### src/hw/rtl/dtce_pkg.sv
// ----------------------------------------------------------------------------
// dtce_pkg
// Types, constants and small helper functions for the date and time check
// and BCD encode block.
// ----------------------------------------------------------------------------
package dtce_pkg;

  localparam int unsigned YearMin = 2000;
  localparam int unsigned YearMax = 2099;

  localparam logic [3:0] MonthJan = 4'd1;
  localparam logic [3:0] MonthFeb = 4'd2;
  localparam logic [3:0] MonthDec = 4'd12;

  localparam logic [2:0] WeekdayMax = 3'd6;
  localparam logic [4:0] HourMax    = 5'd23;
  localparam logic [5:0] MinSecMax  = 6'd59;

  // One result item as it leaves the encoder.
  typedef struct packed {
    logic       status;
    logic [7:0] second_bcd;
    logic [7:0] minute_bcd;
    logic [7:0] hour_bcd;
    logic [7:0] day_bcd;
    logic [2:0] weekday_bcd;
    logic [7:0] month_bcd;
    logic [7:0] year_bcd;
  } dtce_result_t;

  // Two-digit BCD of a value below 100. The tens digit comes from a
  // multiplication by the reciprocal of ten, which is exact in this range.
  function automatic logic [7:0] to_bcd(input logic [6:0] v);
    logic [14:0] prod;
    logic [3:0]  tens;
    logic [6:0]  units;
    prod  = 15'(v) * 15'd205;
    tens  = prod[14:11];
    units = v - 7'(tens) * 7'd10;
    return {tens, units[3:0]};
  endfunction

  // Length of a month in days; zero for a month code that means nothing.
  function automatic logic [4:0] month_len(input logic [3:0] m, input logic leap);
    case (m)
      4'd1, 4'd3, 4'd5, 4'd7, 4'd8, 4'd10, 4'd12: return 5'd31;
      4'd4, 4'd6, 4'd9, 4'd11:                   return 5'd30;
      4'd2:                                      return leap ? 5'd29 : 5'd28;
      default:                                   return 5'd0;
    endcase
  endfunction

  // Month term of Zeller's congruence, floor(13 * (m + 1) / 5) modulo 7,
  // where January and February count as months 13 and 14.
  function automatic logic [2:0] zeller_month(input logic [3:0] m);
    case (m)
      4'd1:    return 3'd1;
      4'd2:    return 3'd4;
      4'd3:    return 3'd3;
      4'd4:    return 3'd6;
      4'd5:    return 3'd1;
      4'd6:    return 3'd4;
      4'd7:    return 3'd6;
      4'd8:    return 3'd2;
      4'd9:    return 3'd5;
      4'd10:   return 3'd0;
      4'd11:   return 3'd3;
      4'd12:   return 3'd5;
      default: return 3'd0;
    endcase
  endfunction

  // Remainder by 7 of an 8-bit value by folding: 64 and 8 are both 1 mod 7.
  function automatic logic [2:0] mod7(input logic [7:0] s);
    logic [6:0] t1;
    logic [3:0] t2;
    logic [3:0] t3;
    t1 = 7'(s[7:6]) + 7'(s[5:0]);
    t2 = 4'(t1[6:3]) + 4'(t1[2:0]);
    t3 = 4'(t2[3]) + 4'(t2[2:0]);
    return (t3 >= 4'd7) ? 3'(t3 - 4'd7) : t3[2:0];
  endfunction

endpackage

### src/hw/rtl/dtce_encode.sv
// ----------------------------------------------------------------------------
// dtce_encode
// Combinational check of one date and time and its BCD encoding, with the
// weekday recomputed from the date.
// ----------------------------------------------------------------------------
module dtce_encode (
  input  logic [11:0]                year_value,
  input  logic [3:0]                 month_value,
  input  logic [4:0]                 day_value,
  input  logic [2:0]                 weekday_value,
  input  logic [4:0]                 hour_value,
  input  logic [5:0]                 minute_value,
  input  logic [5:0]                 second_value,
  output dtce_pkg::dtce_result_t     result
);
  import dtce_pkg::*;

  logic       year_ok;
  logic [6:0] yy;
  logic       leap;
  logic       early;
  logic [6:0] k;
  logic       j_term;
  logic [7:0] zsum;
  logic [2:0] h;
  logic       ok;

  always_comb begin
    year_ok = (year_value >= 12'(YearMin)) && (year_value <= 12'(YearMax));
    yy      = 7'(year_value - 12'(YearMin));
    // Every year from 2000 to 2099 divisible by four is a leap year.
    leap    = (yy[1:0] == 2'b00);

    // January and February belong to the previous year in Zeller's form.
    early = (month_value == MonthJan) || (month_value == MonthFeb);
    if (early && (yy == 7'd0)) begin
      k      = 7'd99;
      j_term = 1'b1;   // century 19: 19 / 4 + 5 * 19 is 1 mod 7
    end else begin
      k      = early ? (yy - 7'd1) : yy;
      j_term = 1'b0;   // century 20: 20 / 4 + 5 * 20 is 0 mod 7
    end

    zsum = 8'(day_value) + 8'(zeller_month(month_value)) + 8'(k) + 8'(k[6:2])
         + 8'(j_term);
    h    = mod7(zsum);

    ok = year_ok
      && (month_value >= MonthJan) && (month_value <= MonthDec)
      && (day_value != 5'd0) && (day_value <= month_len(month_value, leap))
      && (weekday_value <= WeekdayMax)
      && (hour_value <= HourMax)
      && (minute_value <= MinSecMax)
      && (second_value <= MinSecMax);

    result = '0;
    if (ok) begin
      result.status      = 1'b0;
      result.second_bcd  = to_bcd(7'(second_value));
      result.minute_bcd  = to_bcd(7'(minute_value));
      result.hour_bcd    = to_bcd(7'(hour_value));
      result.day_bcd     = to_bcd(7'(day_value));
      // Zeller gives 0 for Saturday; shift so that 0 is Sunday.
      result.weekday_bcd = (h == 3'd0) ? 3'd6 : (h - 3'd1);
      result.month_bcd   = to_bcd(7'(month_value));
      result.year_bcd    = to_bcd(yy);
    end else begin
      result.status = 1'b1;
    end
  end

endmodule

### src/hw/rtl/datetime_check_bcd_encode.sv
// ----------------------------------------------------------------------------
// datetime_check_bcd_encode
// Checks a decimal date and time and encodes it as BCD clock register bytes.
// An accepted item passes through the input register, then the result register,
// where it waits until the consumer takes it.
// Throughput: one item per cycle while the consumer does not stall; the check
// and encode logic between the two registers is a single combinational pass.
// Reset: synchronous, active high; it empties both registers.
// ----------------------------------------------------------------------------
module datetime_check_bcd_encode (
  input  logic        clk,
  input  logic        rst,
  // Input channel.
  input  logic        in_valid,
  output logic        in_stall,
  input  logic [11:0] year_value,
  input  logic [3:0]  month_value,
  input  logic [4:0]  day_value,
  input  logic [2:0]  weekday_value,
  input  logic [4:0]  hour_value,
  input  logic [5:0]  minute_value,
  input  logic [5:0]  second_value,
  // Output channel.
  output logic        out_valid,
  input  logic        out_stall,
  output logic        status,
  output logic [7:0]  second_bcd,
  output logic [7:0]  minute_bcd,
  output logic [7:0]  hour_bcd,
  output logic [7:0]  day_bcd,
  output logic [2:0]  weekday_bcd,
  output logic [7:0]  month_bcd,
  output logic [7:0]  year_bcd
);
  import dtce_pkg::*;

  // Input register: holds the accepted item while the encoder works on it.
  logic        in_full;
  logic [11:0] year_r;
  logic [3:0]  month_r;
  logic [4:0]  day_r;
  logic [2:0]  weekday_r;
  logic [4:0]  hour_r;
  logic [5:0]  minute_r;
  logic [5:0]  second_r;

  // Result register: a finished item waits here until the consumer takes it.
  logic         out_full;
  dtce_result_t result_r;
  dtce_result_t result_next;

  logic out_take;
  logic in_take;

  // The result register can load when it is empty or is emptied this cycle.
  // The input register can load when it is empty or moves on this cycle, so
  // an item enters every cycle as long as the consumer keeps up.
  assign out_take = !out_full || !out_stall;
  assign in_stall = in_full && !out_take;
  assign in_take  = in_valid && !in_stall;

  always_ff @(posedge clk) begin
    if (rst) begin
      in_full <= 1'b0;
    end else if (in_take) begin
      in_full <= 1'b1;
    end else if (out_take) begin
      in_full <= 1'b0;
    end
  end

  always_ff @(posedge clk) begin
    if (in_take) begin
      year_r    <= year_value;
      month_r   <= month_value;
      day_r     <= day_value;
      weekday_r <= weekday_value;
      hour_r    <= hour_value;
      minute_r  <= minute_value;
      second_r  <= second_value;
    end
  end

  // All checking and encoding for the item in the input register.
  dtce_encode u_encode (
    .year_value    (year_r),
    .month_value   (month_r),
    .day_value     (day_r),
    .weekday_value (weekday_r),
    .hour_value    (hour_r),
    .minute_value  (minute_r),
    .second_value  (second_r),
    .result        (result_next)
  );

  always_ff @(posedge clk) begin
    if (rst) begin
      out_full <= 1'b0;
    end else if (out_take) begin
      out_full <= in_full;
    end
  end

  always_ff @(posedge clk) begin
    if (out_take && in_full) begin
      result_r <= result_next;
    end
  end

  assign out_valid   = out_full;
  assign status      = result_r.status;
  assign second_bcd  = result_r.second_bcd;
  assign minute_bcd  = result_r.minute_bcd;
  assign hour_bcd    = result_r.hour_bcd;
  assign day_bcd     = result_r.day_bcd;
  assign weekday_bcd = result_r.weekday_bcd;
  assign month_bcd   = result_r.month_bcd;
  assign year_bcd    = result_r.year_bcd;

endmodule
### config.mk
export PLATFORM = sky130hd
export DESIGN_NAME = datetime_check_bcd_encode
export DESIGN_NICKNAME = d
export VERILOG_FILES = /design/src/hw/rtl/dtce_pkg.sv /design/src/hw/rtl/dtce_encode.sv /design/src/hw/rtl/datetime_check_bcd_encode.sv
export SDC_FILE = /design/constraint.sdc
export NUM_CORES = 1
export LEC_CHECK = 0
export ABC_CLOCK_PERIOD_IN_PS = 9000
export BUFFER_PORTS_ARGS = -buffer_cell sky130_fd_sc_hd__buf_4
export CAP_MARGIN = 10
export CELL_PAD_IN_SITES_DETAIL_PLACEMENT = 0
export CELL_PAD_IN_SITES_GLOBAL_PLACEMENT = 2
export CORE_ASPECT_RATIO = 1.2
export CORE_MARGIN = 5
export CORE_UTILIZATION = 40
export CTS_CLUSTER_DIAMETER = 50
export DETAILED_ROUTE_END_ITERATION = 10
export PLACE_DENSITY = 0.81
export RECOVER_POWER = 25
export SYNTH_ARGS = -nofsm -noshare
export SYNTH_HDL_FRONTEND = slang
export SYNTH_SLANG_ARGS = --single-unit
### constraint.sdc
create_clock -name clk -period 9 [get_ports clk]
set_clock_uncertainty 0.05 [all_clocks]
set_input_delay 0.9 -clock clk [delete_from_list [all_inputs] [get_ports clk]]
set_output_delay 0.9 -clock clk [all_outputs]
set_load 0.005 [all_outputs]
==> flow_metrics.tcl, run 1 <==
set metrics [dict create \
    grt_setup_unrepaired "no" \
    hold_viol 0 \
    synthTopCellsByCount "ha_1 (206), inv_1 (132), edfxtp_1 (84)" \
    netlist.area_leader.share_pct 29.9 \
    cts_made_buffers 9 \
    synthXorXnorAreaFrac_pct 6.07 \
    cp.arrival_ps 7670 \
    synth_warnings 0 \
    cp.required_ps 9050 \
    cpMaxStageDelayCell "fa_1" \
    cts_hold_repair.buffers 0 \
    drt_iter0_drc 174 \
    postCtsSetupBuffers 0 \
    grt.met2_usage_pct 26.2 \
    r2r_slack_ps 1380 \
    syn-cell-area_um2 8610 \
    hpwl_um 14400 \
    yosysSeqAreaShare_pct 30.5 \
    worst_setup_path_start_kind "flop" \
    leakage_nw 4.88 \
    cts_num_sinks 89 \
    gr-usage-met1_pct 19.4 \
    drive_above_1_share_pct 13.4 \
    antenna_found_initial 0 \
    drc 0 \
    hold_path.class "reg -> reg" \
    clk_latency_ps 340 \
    ys_top_cells_by_area "ha_1 (30%), edfxtp_1 (29%), fa_1 (8.4%)" \
    fin_util_pct 46.8 \
    grt_use_total_pct 15.1 \
    antenna_cells 0 \
    via_per_inst 4.82 \
    final.fill_count 1999 \
    drtAntennaViolNets 0 \
    clkTransAtPathRegs_ps 70 \
    area_growth_pct 14.7 \
    grt_pass1_wl_um 29200 \
    worstSetupEndpointType "flop" \
    cts_resized 0 \
    setup_violations 0 \
    rows 58 \
    worstPathMaxFanout 7 \
    vias 5662 \
    cp_common_cell "ha_1" \
    ys_ff_latch 89 \
    dieArea_um2 24600 \
    synth_most_common_cell "ha_1" \
    slowest_delay_ps 530 \
    status "complete, no violations" \
    maxSlewViolCount 0 \
    ys.flop_type "edfxtp_1" \
    synth_top_family_by_area "adder cells" \
    wire_per_inst_um 15.1 \
    final.min_clock_period_ps 7620 \
    syn_area_per_cell_um2 10.7 \
    synth_edf_count 84 \
    ys_types 59 \
    max_freq_ghz 0.131 \
    worst_pin_slew_ps 1040 \
    cts_buffer_depth 2 \
    finalWirelength_um 17800 \
    critical_path_class "reg -> reg" \
    design.final.nets 1187 \
    grt_pass1_vias 5898 \
    fp.dieH_um 171 \
    dr.pass1.iters 4 \
    port_buffers 89 \
    core_area_um2 21100 \
    synthSimpleGateAreaFrac_pct 8.78 \
    fin_tns_setup_ps 0 \
    synth_compound_area_share_pct 8.79 \
    busiest_layer "met2" \
    die_x_um 144 \
    synthMuxAreaShare_pct 0.726 \
    ios 99 \
    vdd_drop_max_uv 235 \
    timing.final.crit_share_pct 84.7 \
    synthCells 802 \
    cts_tree "done" \
    clockRootBuffer "clkbuf_16" \
    synthAdderAreaFrac_pct 38.4 \
    async_flop_share_pct 0 \
    grt_max_degree 46 \
    overflow 0 \
    maxSlewHeadroom_pct 30.3 \
    cap_violations 0 \
    power_density_nw_per_um2 238 \
    finalWeightedCongestion 0.794 \
    met3_usage_pct 2.60 \
    cts_htree_levels 3 \
    synth_largest_area_cell "ha_1" \
    initial_core_util_pct 40.8 \
]
## per-stage QoR
step	std cells	hold slack [ps]	cell area, um2	power (mW)	worst slack (ps)
after detailed placement	1159	443	9610	1.98	1350
final	1175	457	9880	2.35	1380
after CTS	1175	459	9910	2.40	1330
after floorplan	810	402	8640	1.68	1830
after global routing	1175	496	9880	2.62	762
after global placement	1159	439	9610	1.97	1490
## registers in the layout (all words and copies together) (netlist names), named ones only
register / cells
weekday_r: 3
month_r: 4
hour_r: 5
out_valid: 1
in_full: 1
day_bcd: 6
hour_bcd: 6
second_bcd: 7
year_r: 12
second_r: 6
weekday_bcd: 3
status: 1
minute_r: 6
day_r: 5
month_bcd: 5
year_bcd: 8
minute_bcd: 7
## area by class of cell
cell class                      instances  area (um2)  share of cell area [%]
Multi-Input combinational cell        576        5460                    55.3
Clock inverter                          6        75.1                   0.760
Inverter                              132         495                    5.02
Timing Repair Buffer                   92         653                    6.61
Tap cell                              270         338                    3.42
Sequential cell                        89        2620                    26.6
Clock buffer                           10         229                    2.32
## critical path, delay by kind of cell (launching register included)
| family | cells | cell delay, ps |
|---|---|---|
| adders and majority gates | 11 | 3610 |
| and+or+nand+nor | 7 | 950 |
| buffers and inverters | 2 | 250 |
| DFF | 1 | 460 |
| AOI/OAI and AO/OA | 6 | 1430 |
| xor gates and xnor gates | 4 | 610 |
## cells in the final DEF, fill, tap and decap left out, drive strengths merged, types with 4 or more instances in the layout
| master | n |
|---|---|
| a211oi | 9 |
| a21o | 11 |
| a21oi | 32 |
| a31oi | 5 |
| and3 | 5 |
| buf | 40 |
| clkbuf | 62 |
| conb | 9 |
| dfxtp | 5 |
| edfxtp | 84 |
| fa | 36 |
| ha | 206 |
| inv | 135 |
| mux2i | 4 |
| nand2 | 36 |
| nand2b | 5 |
| nand3 | 10 |
| nor2 | 63 |
| nor2b | 8 |
| nor3 | 5 |
| nor4 | 4 |
| o211a | 5 |
| o211ai | 4 |
| o21ai | 18 |
| or2 | 8 |
| xnor2 | 36 |
| xnor3 | 5 |
| xor2 | 10 |
## power by group
group | internal (mW) | leakage, nW | switching, mW
Sequential | 0.479 | 0.817 | 0.0220
Combinational | 0.700 | 3.91 | 0.748
Clock | 0.221 | 0.151 | 0.177
## per-layer routing
| layer | routed length [um] | part of all wire (%) |
|---|---|---|
| met5 | 0 | 0 |
| met4 | 246 | 1.4 |
| met3 | 600 | 3.4 |
| met2 | 8620 | 48 |
| met1 | 8320 | 47 |
## kinds of logic after synthesis
logic type                 after synthesis
other                                    1
adders and majority gates              243
AOI/OAI and AO/OA                      109
muxes                                    6
DFF                                     89
xor gates and xnor gates                51
and+or+nand+nor                        158
buffers and inverters                  145
## final timing paths
kind / start / end / cells past startpoint
max reg2reg: month_r[2] / weekday_bcd[2] / 30
min reg2reg: in_full / out_valid / 2
max: month_r[2] / weekday_bcd[2] / 30
min: in_full / out_valid / 2
Note: power is estimated with default switching activity, not from simulation.
==> inputs of run 2 (changes only) <==
Settings changed: ABC_CLOCK_PERIOD_IN_PS 9000 to 7500.
Clock period 9 ns to 7.5 ns, I/O delays scaled along.
==> run 2 against run 1 <==
Against the previous run:
- the run now ends with capacitance limit, slew limit left
- design area increased by 1.6%
- die area unchanged
- sequential share of layout area decreased by 0.41 points
==> flow_metrics.tcl, run 2 (same netlist as run 1, synthesis figures left out) <==
set metrics [dict create \
    hold_viol 0 \
    worstSetupEndpointType "flop" \
    dr.pass1.iters 4 \
    port_buffers 89 \
    status "complete, but fails checks" \
    drt_iter0_drc 135 \
    clk_latency_ps 350 \
    worst_pin_slew_ps 2750 \
    cts_made_buffers 9 \
    drive_above_1_share_pct 16.2 \
    maxSlewHeadroom_pct -83.3 \
    cp_common_cell "ha_1" \
    cap_violations 1 \
    holdWs_ps 466 \
    drtAntennaViolNets 0 \
    cp.arrival_ps 7040 \
    top_register "year_r" \
    rows 58 \
    clkTransAtPathRegs_ps 70 \
    core_area_um2 21100 \
    design.final.nets 1206 \
    grt_setup_unrepaired "no" \
    critPathLaunch "month_r[1]" \
    grt_pass1_wl_um 30100 \
    dieArea_um2 24600 \
    drc 0 \
    cp.required_ps 7550 \
    hold_path.class "reg -> reg" \
    slowest_delay_ps 500 \
    vdd_drop_max_uv 394 \
    setup_violations 0 \
    cts_hold_repair.buffers 0 \
    worst_setup_path_start_kind "flop" \
    fin_util_pct 47.5 \
    antenna_cells 0 \
    cts_htree_levels 3 \
    largest_reg_flops 12 \
    power_density_nw_per_um2 282 \
    r2r-start "month_r[1]" \
    grt_pass1_vias 6074 \
    worstPathMaxFanout 5 \
    max_freq_ghz 0.143 \
    finalWeightedCongestion 0.820 \
    timing.final.crit_share_pct 93.3 \
    via_per_inst 4.80 \
    violations "capacitance limit, slew limit" \
    total_power_mw 2.83 \
    antenna_found_initial 0 \
    area_growth_pct 16.5 \
    hpwl_um 14700 \
    finalWirelength_um 18200 \
    fin_tns_setup_ps 0 \
    maxSlewViolCount 44 \
    clockRootBuffer "clkbuf_16" \
    cts_buffer_depth 2 \
    final_cell_mix "ha_1 (202), inv_1 (126), edfxtp_1 (84), buf_4 (68), nor2_1 (63)" \
    mostFrequentLayoutCell "ha_1" \
    die_x_um 144 \
    wire_per_inst_um 15.3 \
    cts_num_sinks 89 \
    ios 99 \
    vias 5737 \
    hold_start "in_full" \
    initial_core_util_pct 40.8 \
    cts_tree "done" \
    grt_use_total_pct 15.7 \
    fp.dieH_um 171 \
    leakage_nw 4.95 \
    critical_path_class "reg -> reg" \
    overflow 0 \
    cpMaxStageDelayCell "fa_1" \
    grt_max_degree 46 \
    final.min_clock_period_ps 7000 \
]
[run 2: worst max-delay path: cells and delay by family, from the launching register on]
| kind | cells | cell delay [ps] |
|---|---|---|
| xor+xnor | 5 | 690 |
| simple gates | 7 | 600 |
| flops | 1 | 450 |
| fa+ha+maj | 12 | 3560 |
| buf+inv | 4 | 420 |
| compound gates | 6 | 980 |
[run 2: per-stage QoR]
stage,std cells,instance area [um2],worst slack [ps]
5_1_grt,1194,10000,15.9
2_1_floorplan,810,8640,328
3_3_place_gp,1173,9710,246
3_5_place_dp,1173,9710,111
4_1_cts,1189,10000,114
6_report,1194,10000,504
[run 2: layout make-up]
type | instances | area [um2]
Clock inverter | 7 | 76.3
Clock buffer | 9 | 225
Tap cell | 270 | 338
Sequential cell | 89 | 2620
Timing Repair Buffer | 111 | 788
Fill cell | 2016 | 11100
Multi-Input combinational cell | 576 | 5480
Inverter | 132 | 495
[run 2: routing by layer]
layer  track usage, %  part of all wire [%]  up-vias  routed length (um)
met4             4.63                   2.1        0                 378
met2             27.2                    49       94                8870
met1             20.0                    45     2643                8190
met5                0                     0        -                   0
li1                 -                     -     2977                   -
met3             2.74                   4.3       23                 776
[run 2: worst paths after layout]
kind,end,slack (ps),depth (start not counted)
hold reg to reg,out_valid,470,2
setup / recovery,weekday_bcd[2],500,34
hold / removal,out_valid,470,2
setup reg to reg,weekday_bcd[2],500,34
[run 2: timing repair]
| action | in CTS | in global routing |
|---|---|---|
| setup buffers | 0 | 5 |
| gates resized for setup | 0 | 13 |
| endpoints found under the setup margin | 0 | 3 |
[run 2: power by group]
group	total, mW	internal, mW	switching (mW)
registers	0.598	0.576	0.0219
clock network	0.474	0.261	0.213
logic	1.76	0.865	0.896
